--- config.mk ---
export PLATFORM = sky130hd
export DESIGN_NAME = footprint_token_lexer_core
export DESIGN_NICKNAME = d
export VERILOG_FILES = /design/src/sv/fptl_pkg.sv /design/src/sv/footprint_token_lexer_core.sv
export SDC_FILE = /design/constraint.sdc
export NUM_CORES = 1
export LEC_CHECK = 0
export BUFFER_PORTS_ARGS = -buffer_cell sky130_fd_sc_hd__buf_2
export CORE_ASPECT_RATIO = 1.2
export CORE_UTILIZATION = 52
export DETAILED_ROUTE_END_ITERATION = 6
export GPL_ROUTABILITY_DRIVEN = 0
export PLACE_DENSITY = 0.67
export SLEW_MARGIN = 20
export SYNTH_ARGS = -nofsm -noshare
export SYNTH_HDL_FRONTEND = slang
export SYNTH_SLANG_ARGS = --single-unit
--- constraint.sdc ---
create_clock -name aclk -period 13.3 [get_ports aclk]
set_input_delay 3.325 -clock aclk [delete_from_list [all_inputs] [get_ports aclk]]
set_output_delay 3.325 -clock aclk [all_outputs]
set_load 0.02 [all_outputs]
--- src/sv/fptl_pkg.sv ---
// shared codes, result type and keyword tables for the footprint token lexer
package fptl_pkg;

    // default width of the number accumulator
    localparam int FPTL_NUMBER_WIDTH = 32;

    // token kinds on the result channel
    localparam logic [3:0] KIND_NUMBER      = 4'd0;
    localparam logic [3:0] KIND_SCHAR       = 4'd1;
    localparam logic [3:0] KIND_SEND        = 4'd2;
    localparam logic [3:0] KIND_LPAREN      = 4'd3;
    localparam logic [3:0] KIND_RPAREN      = 4'd4;
    localparam logic [3:0] KIND_LBRACK      = 4'd5;
    localparam logic [3:0] KIND_RBRACK      = 4'd6;
    localparam logic [3:0] KIND_ELEMENTLINE = 4'd7;
    localparam logic [3:0] KIND_ELEMENT     = 4'd9;
    localparam logic [3:0] KIND_EOF         = 4'd12;
    localparam logic [3:0] KIND_ERROR       = 4'd13;

    // scanner states
    localparam logic [3:0] MODE_IDLE    = 4'd0;
    localparam logic [3:0] MODE_SIGN    = 4'd1;
    localparam logic [3:0] MODE_DEC     = 4'd2;
    localparam logic [3:0] MODE_ZERO    = 4'd3;
    localparam logic [3:0] MODE_ZERO_W  = 4'd4;
    localparam logic [3:0] MODE_HEX_X   = 4'd5;
    localparam logic [3:0] MODE_HEX     = 4'd6;
    localparam logic [3:0] MODE_KEYWORD = 4'd7;
    localparam logic [3:0] MODE_STRING  = 4'd8;

    // keyword table: elementline, elementarc, element, pad, pin
    localparam int         KW_COUNT       = 5;
    localparam logic [3:0] KW_ELEMENT_LEN = 4'd7;
    localparam logic [4:0] KW_CAND_E      = 5'b00111;
    localparam logic [4:0] KW_CAND_P      = 5'b11000;

    typedef struct packed {
        logic [3:0]  kind;
        logic [31:0] value;
        logic        ovf;
        logic [7:0]  ch;
    } token_t;

    // keyword text, left aligned and zero padded
    function automatic logic [87:0] kw_text(input logic [2:0] k);
        logic [87:0] t;
        unique case (k)
            3'd0:    t = "elementline";
            3'd1:    t = {"elementarc", 8'h00};
            3'd2:    t = {"element", 32'h0};
            3'd3:    t = {"pad", 64'h0};
            3'd4:    t = {"pin", 64'h0};
            default: t = '0;
        endcase
        return t;
    endfunction

    // byte at position p of keyword k
    function automatic logic [7:0] kw_char(input logic [2:0] k, input logic [3:0] p);
        logic [87:0] shifted;
        shifted = kw_text(k) << {p, 3'b000};
        return shifted[87:80];
    endfunction

    function automatic logic [3:0] kw_len(input logic [2:0] k);
        logic [3:0] n;
        unique case (k)
            3'd0:    n = 4'd11;
            3'd1:    n = 4'd10;
            3'd2:    n = 4'd7;
            3'd3:    n = 4'd3;
            3'd4:    n = 4'd3;
            default: n = 4'd0;
        endcase
        return n;
    endfunction

endpackage

--- src/sv/footprint_token_lexer_core.sv ---
// footprint token lexer: byte scanner with a four-entry result queue
// Results of a request are registered into the result queue; m_ shows the queue head.
// Throughput: one request per cycle while each gives at most one result and m_ready is
// held high; the two results of a request leave one at a time through the single result port.
// The request side is ready while the result queue has room for two entries.
// Reset: aresetn (synchronous, active low) clears the scan state and empties the queue.
module footprint_token_lexer_core #(
    parameter int NUMBER_WIDTH = fptl_pkg::FPTL_NUMBER_WIDTH
) (
    input  logic               aclk,
    input  logic               aresetn,
    input  logic               s_valid,
    output logic               s_ready,
    input  logic [7:0]         s_char_byte,
    input  logic               s_end_of_input,
    output logic               m_valid,
    input  logic               m_ready,
    output logic [3:0]         m_token_kind,
    output logic signed [31:0] m_number_value,
    output logic               m_number_overflow,
    output logic [7:0]         m_string_char,
    output logic               m_last_of_run
);

    localparam int AccW  = NUMBER_WIDTH;
    localparam int ProdW = NUMBER_WIDTH + 4;
    localparam int ExtW  = (NUMBER_WIDTH > 32) ? NUMBER_WIDTH : 32;
    localparam logic [AccW-1:0] CAP = {1'b1, {(AccW-1){1'b0}}};

    typedef struct packed {
        fptl_pkg::token_t tok;
        logic             last;
    } entry_t;

    function automatic fptl_pkg::token_t mk_tok(input logic [3:0] kind);
        fptl_pkg::token_t t;
        t.kind  = kind;
        t.value = '0;
        t.ovf   = 1'b0;
        t.ch    = 8'h00;
        return t;
    endfunction

    // scan state
    logic [3:0]      mode_reg, mode_next;
    logic [3:0]      kw_prog_reg, kw_prog_next;
    logic [4:0]      kw_cand_reg, kw_cand_next;
    logic            prev_word_reg, prev_word_next;
    logic            prev_space_reg, prev_space_next;
    logic [AccW-1:0] acc_reg, acc_next;
    logic            neg_reg, neg_next;
    logic            ovf_reg, ovf_next;
    logic            esc_reg, esc_next;
    logic            err_reg, err_next;

    // result queue
    entry_t     fifo_reg [4];
    logic [1:0] head_reg, tail_reg;
    logic [2:0] count_reg;

    logic accept, pop, end_in;

    // byte classes
    logic [7:0] c, lc, str_ch;
    logic       is_dig, is_alpha, is_word, is_space, is_x, hex_ok;
    logic [3:0] dig_d, hex_d;

    assign c        = s_char_byte;
    assign lc       = (c >= "A" && c <= "Z") ? c + 8'd32 : c;
    assign is_dig   = (c >= "0" && c <= "9");
    assign is_alpha = (lc >= "a" && lc <= "z");
    assign is_word  = is_dig || is_alpha || (c == "_");
    assign is_space = (c >= 8'h09 && c <= 8'h0D) || c == 8'h20 || c == 8'h85 || c == 8'hA0;
    assign is_x     = (lc == "x");
    assign hex_ok   = is_dig || (lc >= "a" && lc <= "f");
    assign dig_d    = c[3:0];
    assign hex_d    = is_dig ? c[3:0] : c[3:0] + 4'd9;
    assign str_ch   = is_space ? 8'h20 : c;
    assign end_in   = s_end_of_input || (c == 8'h00);

    // handling of a byte between tokens
    logic       id_v, id_err, id_start, id_neg, id_kw, id_str;
    logic [3:0] id_kind, id_mode, id_d;
    logic [4:0] id_cand;

    always_comb begin
        id_v     = 1'b0;
        id_kind  = fptl_pkg::KIND_ERROR;
        id_err   = 1'b0;
        id_mode  = fptl_pkg::MODE_IDLE;
        id_start = 1'b0;
        id_neg   = 1'b0;
        id_d     = 4'd0;
        id_kw    = 1'b0;
        id_cand  = 5'b0;
        id_str   = 1'b0;
        priority if (is_space) begin
        end else if (c == "\"") begin
            id_mode = fptl_pkg::MODE_STRING;
            id_str  = 1'b1;
        end else if (c == "(") begin
            id_v    = 1'b1;
            id_kind = fptl_pkg::KIND_LPAREN;
        end else if (c == ")") begin
            id_v    = 1'b1;
            id_kind = fptl_pkg::KIND_RPAREN;
        end else if (c == "[") begin
            id_v    = 1'b1;
            id_kind = fptl_pkg::KIND_LBRACK;
        end else if (c == "]") begin
            id_v    = 1'b1;
            id_kind = fptl_pkg::KIND_RBRACK;
        end else if (c == "+" || c == "-") begin
            id_mode  = fptl_pkg::MODE_SIGN;
            id_start = 1'b1;
            id_neg   = (c == "-");
        end else if (c == "0") begin
            id_mode  = prev_word_reg ? fptl_pkg::MODE_ZERO_W : fptl_pkg::MODE_ZERO;
            id_start = 1'b1;
        end else if (is_dig && !prev_word_reg) begin
            id_mode  = fptl_pkg::MODE_DEC;
            id_start = 1'b1;
            id_d     = dig_d;
        end else if (lc == "e") begin
            id_mode = fptl_pkg::MODE_KEYWORD;
            id_kw   = 1'b1;
            id_cand = fptl_pkg::KW_CAND_E;
        end else if (lc == "p") begin
            id_mode = fptl_pkg::MODE_KEYWORD;
            id_kw   = 1'b1;
            id_cand = fptl_pkg::KW_CAND_P;
        end else begin
            id_v   = 1'b1;
            id_err = 1'b1;
        end
    end

    // keyword candidate matching
    logic [4:0] kw_mask;
    logic [3:0] kw_inc;
    logic       kw_done_v, kw_longer;
    logic [2:0] kw_done_idx;

    assign kw_inc = kw_prog_reg + 4'd1;

    always_comb begin
        kw_mask     = 5'b0;
        kw_done_v   = 1'b0;
        kw_longer   = 1'b0;
        kw_done_idx = 3'd0;
        for (int k = 0; k < fptl_pkg::KW_COUNT; k++) begin
            kw_mask[k] = kw_cand_reg[k] && (kw_prog_reg < fptl_pkg::kw_len(3'(k)))
                         && (fptl_pkg::kw_char(3'(k), kw_prog_reg) == lc);
        end
        for (int k = 0; k < fptl_pkg::KW_COUNT; k++) begin
            if (kw_mask[k]) begin
                if (fptl_pkg::kw_len(3'(k)) == kw_inc) begin
                    kw_done_v   = 1'b1;
                    kw_done_idx = 3'(k);
                end else if (fptl_pkg::kw_len(3'(k)) > kw_inc) begin
                    kw_longer = 1'b1;
                end
            end
        end
    end

    // digit accumulation and number result
    logic             add_hex;
    logic [ProdW-1:0] prod;
    logic             add_ovf, num_ovf;
    logic [ExtW-1:0]  ext_acc, neg_acc;
    logic [31:0]      num_value;

    // hex digits in the hex states, decimal otherwise
    assign add_hex = (mode_reg == fptl_pkg::MODE_HEX_X) || (mode_reg == fptl_pkg::MODE_HEX);

    always_comb begin
        if (add_hex) begin
            prod = {acc_reg, 4'b0000} + ProdW'(hex_d);
        end else begin
            prod = (ProdW'(acc_reg) << 3) + (ProdW'(acc_reg) << 1) + ProdW'(dig_d);
        end
    end

    assign add_ovf   = prod > ProdW'(CAP);
    assign num_ovf   = ovf_reg || (!neg_reg && acc_reg == CAP);
    assign ext_acc   = ExtW'(acc_reg);
    assign neg_acc   = -ext_acc;
    assign num_value = num_ovf ? 32'd0 : (neg_reg ? neg_acc[31:0] : ext_acc[31:0]);

    // next state and up to two results
    logic             pre_v, sec_v, use_idle, do_add;
    fptl_pkg::token_t pre, sec;

    always_comb begin
        mode_next       = mode_reg;
        kw_prog_next    = kw_prog_reg;
        kw_cand_next    = kw_cand_reg;
        prev_word_next  = prev_word_reg;
        prev_space_next = prev_space_reg;
        acc_next        = acc_reg;
        neg_next        = neg_reg;
        ovf_next        = ovf_reg;
        esc_next        = esc_reg;
        err_next        = err_reg;
        pre_v           = 1'b0;
        pre             = mk_tok(fptl_pkg::KIND_ERROR);
        sec_v           = 1'b0;
        sec             = mk_tok(fptl_pkg::KIND_ERROR);
        use_idle        = 1'b0;
        do_add          = 1'b0;

        if (end_in) begin
            // flush the pending token unless in error, then eof and full state clear
            if (!err_reg) begin
                unique case (mode_reg)
                    fptl_pkg::MODE_DEC, fptl_pkg::MODE_ZERO, fptl_pkg::MODE_HEX: begin
                        pre_v     = 1'b1;
                        pre       = mk_tok(fptl_pkg::KIND_NUMBER);
                        pre.value = num_value;
                        pre.ovf   = num_ovf;
                    end
                    fptl_pkg::MODE_KEYWORD: begin
                        pre_v = 1'b1;
                        pre   = mk_tok((kw_prog_reg == fptl_pkg::KW_ELEMENT_LEN) ?
                                       fptl_pkg::KIND_ELEMENT : fptl_pkg::KIND_ERROR);
                    end
                    fptl_pkg::MODE_IDLE: begin
                    end
                    default: begin
                        pre_v = 1'b1;
                    end
                endcase
            end
            sec_v           = 1'b1;
            sec             = mk_tok(fptl_pkg::KIND_EOF);
            mode_next       = fptl_pkg::MODE_IDLE;
            kw_prog_next    = 4'd0;
            kw_cand_next    = 5'b0;
            prev_word_next  = 1'b0;
            prev_space_next = 1'b0;
            acc_next        = '0;
            neg_next        = 1'b0;
            ovf_next        = 1'b0;
            esc_next        = 1'b0;
            err_next        = 1'b0;
        end else if (err_reg) begin
            pre_v = 1'b1;
        end else begin
            unique case (mode_reg)
                fptl_pkg::MODE_SIGN: begin
                    if (is_dig) begin
                        mode_next = fptl_pkg::MODE_DEC;
                        acc_next  = AccW'(dig_d);
                        ovf_next  = 1'b0;
                    end else begin
                        pre_v     = 1'b1;
                        err_next  = 1'b1;
                        mode_next = fptl_pkg::MODE_IDLE;
                    end
                end
                fptl_pkg::MODE_ZERO, fptl_pkg::MODE_DEC: begin
                    if (mode_reg == fptl_pkg::MODE_ZERO && is_x) begin
                        mode_next = fptl_pkg::MODE_HEX_X;
                    end else if (is_dig) begin
                        mode_next = fptl_pkg::MODE_DEC;
                        do_add    = 1'b1;
                    end else if (is_word) begin
                        pre_v     = 1'b1;
                        err_next  = 1'b1;
                        mode_next = fptl_pkg::MODE_IDLE;
                    end else begin
                        pre_v     = 1'b1;
                        pre       = mk_tok(fptl_pkg::KIND_NUMBER);
                        pre.value = num_value;
                        pre.ovf   = num_ovf;
                        use_idle  = 1'b1;
                    end
                end
                fptl_pkg::MODE_ZERO_W: begin
                    if (is_x) begin
                        mode_next = fptl_pkg::MODE_HEX_X;
                    end else begin
                        pre_v     = 1'b1;
                        err_next  = 1'b1;
                        mode_next = fptl_pkg::MODE_IDLE;
                    end
                end
                fptl_pkg::MODE_HEX_X, fptl_pkg::MODE_HEX: begin
                    if (hex_ok) begin
                        mode_next = fptl_pkg::MODE_HEX;
                        do_add    = 1'b1;
                    end else if (mode_reg == fptl_pkg::MODE_HEX_X || is_word) begin
                        pre_v     = 1'b1;
                        err_next  = 1'b1;
                        mode_next = fptl_pkg::MODE_IDLE;
                    end else begin
                        pre_v     = 1'b1;
                        pre       = mk_tok(fptl_pkg::KIND_NUMBER);
                        pre.value = num_value;
                        pre.ovf   = num_ovf;
                        use_idle  = 1'b1;
                    end
                end
                fptl_pkg::MODE_KEYWORD: begin
                    if (kw_mask != 5'b0) begin
                        kw_prog_next = kw_inc;
                        kw_cand_next = kw_mask;
                        if (kw_done_v && !kw_longer) begin
                            pre_v     = 1'b1;
                            pre       = mk_tok(fptl_pkg::KIND_ELEMENTLINE + 4'(kw_done_idx));
                            mode_next = fptl_pkg::MODE_IDLE;
                        end
                    end else if (kw_prog_reg >= fptl_pkg::KW_ELEMENT_LEN) begin
                        // element already complete, the longer keyword fell through
                        pre_v = 1'b1;
                        pre   = mk_tok(fptl_pkg::KIND_ELEMENT);
                        if (kw_prog_reg > fptl_pkg::KW_ELEMENT_LEN) begin
                            sec_v     = 1'b1;
                            err_next  = 1'b1;
                            mode_next = fptl_pkg::MODE_IDLE;
                        end else begin
                            use_idle = 1'b1;
                        end
                    end else begin
                        pre_v     = 1'b1;
                        err_next  = 1'b1;
                        mode_next = fptl_pkg::MODE_IDLE;
                    end
                end
                fptl_pkg::MODE_STRING: begin
                    // whitespace runs collapse to one space
                    if (!(is_space && prev_space_reg)) begin
                        pre_v = 1'b1;
                        if (esc_reg) begin
                            pre      = mk_tok(fptl_pkg::KIND_SCHAR);
                            pre.ch   = str_ch;
                            esc_next = 1'b0;
                        end else if (str_ch == "\\") begin
                            pre      = mk_tok(fptl_pkg::KIND_SCHAR);
                            pre.ch   = str_ch;
                            esc_next = 1'b1;
                        end else if (str_ch == "\"") begin
                            pre       = mk_tok(fptl_pkg::KIND_SEND);
                            mode_next = fptl_pkg::MODE_IDLE;
                        end else begin
                            pre    = mk_tok(fptl_pkg::KIND_SCHAR);
                            pre.ch = str_ch;
                        end
                    end
                end
                default: begin
                    use_idle = 1'b1;
                end
            endcase

            // digit folded into the accumulator, overflow is sticky
            if (do_add && !ovf_reg) begin
                if (add_ovf) begin
                    ovf_next = 1'b1;
                end else begin
                    acc_next = prod[AccW-1:0];
                end
            end

            // between-token handling of this byte
            if (use_idle) begin
                mode_next = id_mode;
                if (id_v) begin
                    sec_v = 1'b1;
                    sec   = mk_tok(id_kind);
                end
                if (id_err) begin
                    err_next = 1'b1;
                end
                if (id_start) begin
                    neg_next = id_neg;
                    acc_next = AccW'(id_d);
                    ovf_next = 1'b0;
                end
                if (id_kw) begin
                    kw_prog_next = 4'd1;
                    kw_cand_next = id_cand;
                end
                if (id_str) begin
                    esc_next = 1'b0;
                end
            end

            prev_word_next  = is_word;
            prev_space_next = is_space;
        end
    end

    // results packed toward the queue
    entry_t     res0, res1;
    logic [1:0] res_cnt;

    always_comb begin
        res_cnt   = 2'({1'b0, pre_v}) + 2'({1'b0, sec_v});
        res0.tok  = pre_v ? pre : sec;
        res0.last = (res_cnt == 2'd1);
        res1.tok  = sec;
        res1.last = 1'b1;
    end

    assign s_ready = (count_reg <= 3'd2);
    assign accept  = s_valid && s_ready;
    assign m_valid = (count_reg != 3'd0);
    assign pop     = m_valid && m_ready;

    // scan state registers
    always_ff @(posedge aclk) begin
        if (!aresetn) begin
            mode_reg       <= fptl_pkg::MODE_IDLE;
            kw_prog_reg    <= 4'd0;
            kw_cand_reg    <= 5'b0;
            prev_word_reg  <= 1'b0;
            prev_space_reg <= 1'b0;
            acc_reg        <= '0;
            neg_reg        <= 1'b0;
            ovf_reg        <= 1'b0;
            esc_reg        <= 1'b0;
            err_reg        <= 1'b0;
        end else if (accept) begin
            mode_reg       <= mode_next;
            kw_prog_reg    <= kw_prog_next;
            kw_cand_reg    <= kw_cand_next;
            prev_word_reg  <= prev_word_next;
            prev_space_reg <= prev_space_next;
            acc_reg        <= acc_next;
            neg_reg        <= neg_next;
            ovf_reg        <= ovf_next;
            esc_reg        <= esc_next;
            err_reg        <= err_next;
        end
    end

    // queue pointers
    always_ff @(posedge aclk) begin
        if (!aresetn) begin
            head_reg  <= 2'd0;
            tail_reg  <= 2'd0;
            count_reg <= 3'd0;
        end else begin
            if (pop) begin
                head_reg <= head_reg + 2'd1;
            end
            if (accept) begin
                tail_reg <= tail_reg + res_cnt;
            end
            count_reg <= count_reg + (accept ? 3'(res_cnt) : 3'd0) - (pop ? 3'd1 : 3'd0);
        end
    end

    // queue payload
    always_ff @(posedge aclk) begin
        if (accept && res_cnt != 2'd0) begin
            fifo_reg[tail_reg] <= res0;
        end
        if (accept && res_cnt == 2'd2) begin
            fifo_reg[tail_reg + 2'd1] <= res1;
        end
    end

    assign m_token_kind      = fifo_reg[head_reg].tok.kind;
    assign m_number_value    = $signed(fifo_reg[head_reg].tok.value);
    assign m_number_overflow = fifo_reg[head_reg].tok.ovf;
    assign m_string_char     = fifo_reg[head_reg].tok.ch;
    assign m_last_of_run     = fifo_reg[head_reg].last;

endmodule

==> qor.yml, run 1 <==
die:
  row_count: 68
  core_area_sq_um: 28930
  pin_count: 61
  die_w_um: 159.0
  die_area_sq_um: 30280
  die_y_um: 190.4
  start_util_pct: 53.17
yosys:
  synth-seq-area-share_pct: 32.80
  synthCells: 1729
  synthArstFlopShare_pct: 0
  synth.avg_cell_area_sq_um: 8.897
  yosys_warnings: 0
  synth_top_cell_by_area: "dfxtp_1"
  synth_edf_count: 16
  synth_seq_cells: 244
  syn_nets: 1830
  synth_ff_type: "dfxtp_1"
  syn_area_sq_um: 15380
  ys_types: 93
  yosys-top-cells-area: "dfxtp_1 30%, a22o_1 7.8%, ha_1 6.9%"
  synth_top_area_share_pct: 29.67
timing:
  max-slew-margin-rel_pct: 33.18
  hold_slack_ps: 451.4
  worst_pin_slew_ps: 1001
  fin_tns_setup_ps: 0
  period_minus_slack_ps: 8695
  setup_violations: 0
  fmax_mhz: 115.0
  period_share_pct: 65.37
  hold_violations: 0
  slew_violations: 0
  rsz0062_at_grt: "false"
  skew_ps: 15.38
min_path:
  hold_start: "fifo_reg[0][8]$_SDFFE_PP0P_"
  hold_path_end: "fifo_reg[0][8]$_SDFFE_PP0P_"
  hold_depth: 2
  hold_class: "reg -> reg"
setup_path:
  reg2reg_depth: 17
  worst_setup_path_start_kind: "input port"
  worstPathRequired_ps: 13510
  worst_ep_arrival_time_ps: 8910
  crit_path_end_kind: "flip-flop"
  criticalPathCategory: "in -> reg"
  rr_endpoint: "fifo_reg[1][43]$_DFFE_PP_"
  path_max_fanout: 42
  reg2reg_from: "kw_prog_reg[0]$_SDFFE_PN0P_"
  reg2reg_slack_ps: 7240
global_route:
  grt_max_degree: 47
  use_met2_pct: 48.03
  grt_antenna_before_repair: 1
  grt_usage_pct: 28.05
  grtUsageMet1_pct: 37.57
  grt_pass1_wl_um: 69700
  grt_overflow: 0
  grt.busiest_layer: "met2"
  grt_pass1_vias: 13116
  grtUsageMet3_pct: 2.545
clocking:
  hold_buffers: 0
  cts_buffers: 26
  clockBufferDepth: 3
  path_clk_slew_ps: 60
  clock-sinks: 244
  cts-root-buf: "clkbuf_16"
  clock_latency_ps: 540
  cts_resized: 0
  cts_tree: "built"
  cts_setup_buffers: 0
  htreeDepth: 1
route:
  drt_iter0_drc: 1156
  viasPerCell: 6.487
  first_pass_iters: 5
  num_vias: 13708
  wl_um: 42750
  wl_per_cell_um: 20.23
  drc_errors: 0
  ant_nets: 0
placement:
  post-dp-hpwl_um: 30150
  portBuffers: 60
final_layout:
  fin_nets: 1809
  layout_commonest_cell: "dfxtp_1"
  largest_register_ffs: 184
  drive_above_1_share_pct: 12.10
  areaGrowthSynthToFinish_pct: 8.101
  mostFrequentLayoutCells: "226 x dfxtp_1, 181 x nand2_1, 137 x a22o_1"
  finalCoreUtilization_pct: 57.48
power:
  power_density_nw_per_um2: 107.7
  ir_worst_vdd_v: 0.0001033
  p_total_mw: 1.791
  p_leak_nw: 6.593
run:
  cap_violations: 0
status:
  outcome: "complete, no violations"
cell usage after synthesis (10+ instances only):
library cell / number
a211oi_1: 14
a21boi_0: 11
a21o_1: 10
a21oi_1: 80
a22o_1: 137
a31oi_1: 10
and2_1: 23
buf_1: 11
clkbuf_1: 101
dfxtp_1: 228
edfxtp_1: 16
ha_1: 85
inv_1: 37
mux2i_1: 24
mux4_2: 46
nand2_1: 181
nand2b_1: 10
nand3_1: 32
nand4_1: 19
nor2_1: 118
nor2b_1: 28
nor3_1: 31
nor4_1: 16
o211ai_1: 10
o21a_1: 17
o21ai_0: 103
o22ai_1: 19
o2bb2ai_1: 20
o31ai_1: 16
or2_2: 12
or3_1: 19
xnor2_1: 31
xor2_1: 49
stage by stage:
stage / setup WS, ps / std cells / instance area [sq um]
global route: 4187 / 2112 / 16630
finish: 4605 / 2113 / 16630
global placement: 4299 / 2065 / 15820
detailed placement: 4114 / 2065 / 15820
floorplan: 4926 / 1729 / 15380
CTS: 4653 / 2112 / 16630
how the worst max path moves through the flow:
stage / from / to / slack, ps / cells after the start
after floorplan: s_char_byte[0] / count_reg[2]$_SDFF_PN0_ / 4930 / 24
after global placement: s_char_byte[1] / fifo_reg[2][42]$_DFFE_PP_ / 4300 / 18
after detailed placement: s_char_byte[0] / fifo_reg[1][44]$_DFFE_PP_ / 4110 / 18
after CTS: s_char_byte[0] / fifo_reg[1][43]$_DFFE_PP_ / 4650 / 18
after global routing: s_char_byte[0] / fifo_reg[1][43]$_DFFE_PP_ / 4190 / 18
final: s_char_byte[0] / fifo_reg[1][43]$_DFFE_PP_ / 4610 / 18
worst max-delay path, stage by stage:
cell,delay (ps)
buf_2,200
inv_1,240
ha_1,380
or4b_4,560
nor3_4,190
a211o_1,130
o21ai_1,50
a2111o_1,470
or4_1,550
a222oi_1,380
o21ai_1,200
a21oi_4,330
inv_2,80
ha_1,250
nor2_1,270
nand2_1,370
and2_2,600
inv_1,300
routing by layer:
| layer | share of wire (%) | wire length (um) | up-vias |
|---|---|---|---|
| li1 | - | - | 6468 |
| met4 | 2.8 | 1195 | 0 |
| met2 | 47 | 20160 | 497 |
| met5 | 0 | 0 | - |
| met1 | 44 | 18950 | 6656 |
| met3 | 5.7 | 2448 | 87 |
cells by family after synthesis:
family / count (synthesis) / share of synthesized area [%]
flops: 244 / 32.80
buf+inv: 162 / 4.140
mux: 74 / 8.590
fa+ha+maj: 88 / 7.304
xor+xnor: 80 / 4.555
simple gates: 539 / 17.23
compound gates: 542 / 25.39
where the power goes:
part	internal, mW	switching, mW
clock network	0.383	0.303
registers	0.762	0.0502
logic	0.110	0.182
layout make-up:
class | instances | area (sq um)
multi-input cells | 1323 | 9734
fillers | 2614 | 12300
flip-flops and latches | 244 | 5050
clock inverters | 12 | 80.08
inverters | 38 | 142.6
diodes | 1 | 2.502
repair buffers | 75 | 412.9
clock buffers | 35 | 724.4
well taps | 385 | 481.7
Note: power is estimated with default switching activity, not from simulation.
==> run 2, diff against run 1 <==
Settings changed: ABC_AREA set to 1, PLACE_DENSITY 0.67 to 0.69.
Clock period 13.3 ns to 7.35 ns, I/O delays scaled along.
==> run 2 against run 1 <==
Combinational power rose to 7.8 times the previous value; register-to-register slack got worse by 5100 ps; flip-flop and latch count did not move; utilization rose by 0.13 points; non-clock buffer count fell by 1; critical path depth rose by 8; via count rose by 32%; routed wire length rose by 22%; cell count rose by 48%; clock skew rose by 7.0 ps; first-iteration DRC count rose by 37%; sequential share of layout area fell by 3.4 points; critical endpoint is now fifo_reg[0][2]$_SDFFE_PP0P_; largest cell class unchanged; largest power group is now combinational cells.
==> qor.yml, run 2 <==
power:
  p_switching_mw: 2.368
  internal-power_mw: 3.223
  ir_worst_vdd_v: 0.0001425
  power_density_nw_per_um2: 298.4
  clkPwrFrac_pct: 25.7
  power_frac_seq_pct: 33.3
  switching_share_pct: 42.35
  p_leak_nw: 8.159
  p_comb_share_pct: 41.0
status:
  outcome: "complete, no violations"
route:
  drt_iter0_drc: 1582
  wl_per_cell_um: 16.71
  viasPerCell: 5.772
  drc_errors: 0
  wl_um: 52350
  num_vias: 18079
  ant_nets: 0
  first_pass_iters: 7
setup_path:
  reg2reg_from: "kw_prog_reg[0]$_SDFFE_PN0P_"
  reg2reg_slack_ps: 2190
  path_max_fanout: 41
  worst_ep_arrival_time_ps: 6600
  max_stage_delay_ps: 410
  reg2reg_depth: 24
  slowest_stage: "nor3_1"
  crit_path_end_kind: "flip-flop"
  cpMostUsedCell: "nand2_1"
  rr_endpoint: "fifo_reg[0][2]$_SDFFE_PP0P_"
  worst_setup_path_start_kind: "input port"
  criticalPathCategory: "in -> reg"
  worstPathRequired_ps: 7780
yosys:
  synth_seq_cells: 244
  synthArstFlopShare_pct: 0
  synthTopCellsByCount: "709 x nand2_1, 276 x o21ai_0, 259 x nor2_1"
  syn_area_sq_um: 17380
  yosys-top-cells-area: "dfxtp_1 26%, nand2_1 15%, o21ai_0 7.9%"
  synth_top_area_share_pct: 26.27
  yosysMostFrequentCell: "nand2_1"
  synth_ff_type: "dfxtp_1"
  synth_edf_count: 16
  synth.avg_cell_area_sq_um: 6.457
  ys_types: 59
  synthCells: 2691
  synth-seq-area-share_pct: 29.03
  synth_top_cell_by_area: "dfxtp_1"
  yosys_warnings: 0
  syn_nets: 2792
die:
  pin_count: 61
  die_area_sq_um: 34160
  core_area_sq_um: 32520
  die_w_um: 168.9
  die_y_um: 202.3
  row_count: 72
  start_util_pct: 53.43
final_layout:
  diodes: 0
  mostFrequentLayoutCells: "708 x nand2_1, 276 x o21ai_0, 258 x nor2_1"
  layout_commonest_cell: "nand2_1"
  drive_above_1_share_pct: 9.710
  largest_register_ffs: 184
  final_cells: 3132
  fin_nets: 2769
  finalCoreUtilization_pct: 57.61
  areaGrowthSynthToFinish_pct: 7.820
  fillers: 3233
clocking:
  path_clk_slew_ps: 60
  clock_latency_ps: 550
  clockBufferDepth: 3
  cts_setup_buffers: 0
  hold_buffers: 0
  cts_resized: 0
  cts-root-buf: "clkbuf_16"
  cts_tree: "built"
  cts_buffers: 26
  htreeDepth: 1
  clock-sinks: 244
global_route:
  grt_overflow: 0
  grt_max_degree: 93
  grt_pass1_wl_um: 85660
  grt_usage_pct: 30.53
  grt_antenna_before_repair: 0
  grt_pass1_vias: 16793
timing:
  worst_pin_slew_ps: 1139
  hold_violations: 0
  period_minus_slack_ps: 6173
  max-slew-margin-rel_pct: 24.09
  fmax_mhz: 162.0
  skew_ps: 22.35
  slew_violations: 0
  fin_tns_setup_ps: 0
  rsz0062_at_grt: "false"
  setup_violations: 0
  period_share_pct: 83.98
run:
  cap_violations: 0
placement:
  post-dp-hpwl_um: 37380
  portBuffers: 60
  post-place-cells: 3084
min_path:
  hold_class: "reg -> reg"
  hold_start: "fifo_reg[1][39]$_SDFFE_PP0P_"
  hold_depth: 2
  hold_path_end: "fifo_reg[1][39]$_SDFFE_PP0P_"
## run 2: power by group through the flow
| stage | sequential (mW) | clock [mW] | combinational, mW |
|---|---|---|---|
| after floorplan | 1.84 | 0 | 1.69 |
| after global placement | 1.87 | 0 | 2.23 |
| after detailed placement | 1.88 | 0 | 2.27 |
| after CTS | 1.86 | 1.45 | 2.28 |
| after global routing | 1.90 | 1.50 | 2.54 |
| final | 1.86 | 1.44 | 2.29 |
## run 2: layout make-up
cell class | instances | area [sq um] | area share, %
Inverter | 246 | 932.1 | 4.975
Tap cell | 444 | 555.5 | 2.965
Sequential cell | 244 | 5046 | 26.93
Multi-Input combinational cell | 2076 | 10850 | 57.93
Clock inverter | 14 | 191.4 | 1.022
Clock buffer | 34 | 752.0 | 4.014
Timing Repair Buffer | 74 | 405.4 | 2.164
## run 2: cell families after synthesis
logic type	Yosys count	share of synthesized area, %
flops	244	29.03
compound gates	594	19.20
buf+inv	371	8.540
fa+ha+maj	88	6.466
simple gates	1345	34.29
xor+xnor	49	2.470
## run 2: metal layers
| metal | share of wire (%) | routed length, um | up-vias | GRT usage (%) |
|---|---|---|---|---|
| li1 | - | - | 8931 | - |
| met5 | 0 | 0 | - | 0 |
| met1 | 44 | 23040 | 8352 | 40.33 |
| met2 | 46 | 24050 | 676 | 50.93 |
| met3 | 6.4 | 3355 | 120 | 2.996 |
| met4 | 3.6 | 1908 | 0 | 12.08 |
## run 2: critical path: cells and delay by family
kind / cells / cell delay (ps)
compound gates: 5 / 930
simple gates: 14 / 2240
buf+inv: 5 / 1110
fa+ha+maj: 2 / 430
## run 2: worst max path at each step
| stage | from | endpoint | slack (ps) | cells after the start |
|---|---|---|---|---|
| floorplan | s_char_byte[0] | fifo_reg[0][6]$_SDFFE_PP0P_ | 1340 | 29 |
| global placement | s_char_byte[0] | fifo_reg[2][6]$_SDFFE_PP0P_ | 730 | 26 |
| detailed placement | s_char_byte[0] | fifo_reg[0][2]$_SDFFE_PP0P_ | 670 | 26 |
| CTS | s_char_byte[0] | fifo_reg[0][2]$_SDFFE_PP0P_ | 1220 | 26 |
| global route | s_char_byte[0] | fifo_reg[0][2]$_SDFFE_PP0P_ | 620 | 26 |
| finish | s_char_byte[0] | fifo_reg[0][2]$_SDFFE_PP0P_ | 1180 | 26 |
## run 2: stage by stage
| stage | power [mW] | worst slack, ps | hold slack, ps | instance area (sq um) |
|---|---|---|---|---|
| after floorplan | 3.529 | 1342 | 423.1 | 17380 |
| after global placement | 4.103 | 725.4 | 433.5 | 17790 |
| after detailed placement | 4.153 | 668.2 | 440.3 | 17790 |
| after CTS | 5.586 | 1220 | 456.1 | 18740 |
| after global routing | 5.945 | 622.8 | 474.1 | 18740 |
| final | 5.591 | 1177 | 454.4 | 18740 |
==> run 3, diff against run 2 <==
Clock period 7.35 ns to 5.5 ns, I/O delays scaled along.
==> run 3 against run 2 <==
The flow now finishes with violations (DRC); final area is 1.6% higher; non-clock buffer count is 40 higher; combinational power grew 39%; register-to-register slack got worse by 1400 ps; total power rose by 34%; clock power grew 26%; utilization increased by 0.90 points; count of clock-buffer cells in the layout rose by 2; die area is the same; critical path type unchanged; largest cell class unchanged; highest routed layer unchanged.
==> qor.yml, run 3 (same netlist as run 2, synthesis figures left out) <==
status:
  outcome: "finished, violations left"
  violations: "DRC"
global_route:
  grt_antenna_before_repair: 0
  grt_pass1_wl_um: 86700
  grt_overflow: 0
  grt_usage_pct: 30.98
  grt_max_degree: 93
  grt_pass1_vias: 16884
power:
  p_total_mw: 7.498
  power_frac_seq_pct: 33.1
  internal-power_mw: 4.322
  power_density_nw_per_um2: 394.0
  ir_worst_vdd_v: 0.0003021
  p_leak_nw: 8.357
  p_switching_mw: 3.176
  p_comb_share_pct: 42.6
  switching_share_pct: 42.36
  clkPwrFrac_pct: 24.3
placement:
  placed_cell_area_sq_um: 18140
  post-dp-hpwl_um: 38410
  post-place-cells: 3124
  place_ws_ps: 72.25
  portBuffers: 60
timing:
  period_minus_slack_ps: 4942
  slew_violations: 0
  worst_pin_slew_ps: 1036
  rsz0062_at_grt: "false"
  period_share_pct: 89.85
  worst_slack_ps: 558.2
  hold_violations: 0
  fmax_mhz: 202.4
  hold_slack_ps: 453.1
  fin_tns_setup_ps: 0
  setup_violations: 0
  max-slew-margin-rel_pct: 30.91
  skew_ps: 12.53
clocking:
  cts_tree: "built"
  clock_latency_ps: 540
  clockBufferDepth: 3
  clock-sinks: 244
  path_clk_slew_ps: 60
  cts_resized: 0
  hold_buffers: 0
  cts-root-buf: "clkbuf_16"
  cts_setup_buffers: 0
  cts_buffers: 26
  htreeDepth: 1
route:
  drt_iter0_drc: 1611
  wl_per_cell_um: 16.78
  routed.top_layer: "met4"
  num_vias: 18236
  met3_length_um: 3572
  drc_errors: 1
  wl_um: 53190
  met2_length_um: 24860
  viasPerCell: 5.753
  first_pass_iters: 7
  ant_nets: 0
  met1_length_um: 23060
setup_path:
  worst-path-buf-inv: 5
  slowest_stage: "fa_1"
  worst_setup_path_start_kind: "input port"
  cpMostUsedCell: "nand2_1"
  crit_path_end_kind: "flip-flop"
  worstSetupStartpoint: "s_char_byte[0]"
  worst_ep_arrival_time_ps: 5340
  max_stage_delay_ps: 370
  path_max_fanout: 10
  reg2reg_from: "kw_prog_reg[0]$_SDFFE_PN0P_"
  worstPathRequired_ps: 5890
  crit_family: "simple AND/OR/NAND/NOR gates"
  criticalPathCategory: "in -> reg"
final_layout:
  mostFrequentLayoutCells: "708 x nand2_1, 276 x o21ai_0, 258 x nor2_1"
  areaGrowthSynthToFinish_pct: 9.504
  diodes: 0
  multi_input_area_sq_um: 10850
  final_area_sq_um: 19030
  layout_commonest_cell: "nand2_1"
  finalCoreUtilization_pct: 58.51
  fin_nets: 2809
  fillers: 3181
  regArea_sq_um: 5046
  drive_above_1_share_pct: 10.86
  largest_register_ffs: 184
  final_cells: 3170
die:
  die_area_sq_um: 34160
  core_area_sq_um: 32520
  row_count: 72
  die_y_um: 202.3
  start_util_pct: 53.43
  die_w_um: 168.9
  pin_count: 61
min_path:
  hold_start: "fifo_reg[1][41]$_SDFFE_PP0P_"
  hold_class: "reg -> reg"
run:
  cap_violations: 0
==> run 3: cell types whose count changed in the layout (fill, tap and decap cells not counted), sizes merged <==
cell and change:
inv -1, clkinvlp -2, clkbuf +2, buf +40, bufinv -1
==> run 3: power by group through the flow <==
stage                     registers, mW  logic [mW]  clock network, mW
final                              2.48        3.19               1.82
after global routing               2.53        3.52               1.91
after CTS                          2.47        3.16               1.84
after detailed placement           2.51        3.15                  0
after global placement             2.49        3.11                  0
after floorplan                    2.45        2.26                  0
==> run 3: worst paths after layout <==
| kind | depth (start not counted) | slack, ps | to |
|---|---|---|---|
| worst max-delay path | 29 | 560 | count_reg[2]$_SDFF_PN0_ |
| worst min-delay path | 2 | 450 | fifo_reg[1][41]$_SDFFE_PP0P_ |
| worst max register to register | 27 | 790 | count_reg[2]$_SDFF_PN0_ |
| worst min register to register | 2 | 450 | fifo_reg[1][41]$_SDFFE_PP0P_ |
==> run 3: final cells by class <==
cell class / instances / area share (%)
sequential: 244 / 26.52
inverter: 246 / 4.905
multi-input combinational: 2076 / 57.04
tap: 444 / 2.920
timing repair buffer: 114 / 3.972
clock inverter: 10 / 0.7102
clock buffer: 36 / 3.939
==> run 3: worst min-delay path, stage by stage (launching register included) <==
cell and delay [ps]:
dfxtp_1 320, nand2_1 50, o21ai_0 50
==> run 3: metal layers <==
metal	track usage (%)	up-vias
met5	0	-
met4	11.23	0
met3	2.878	130
met2	52.07	720
met1	41.11	8381
li1	-	9005
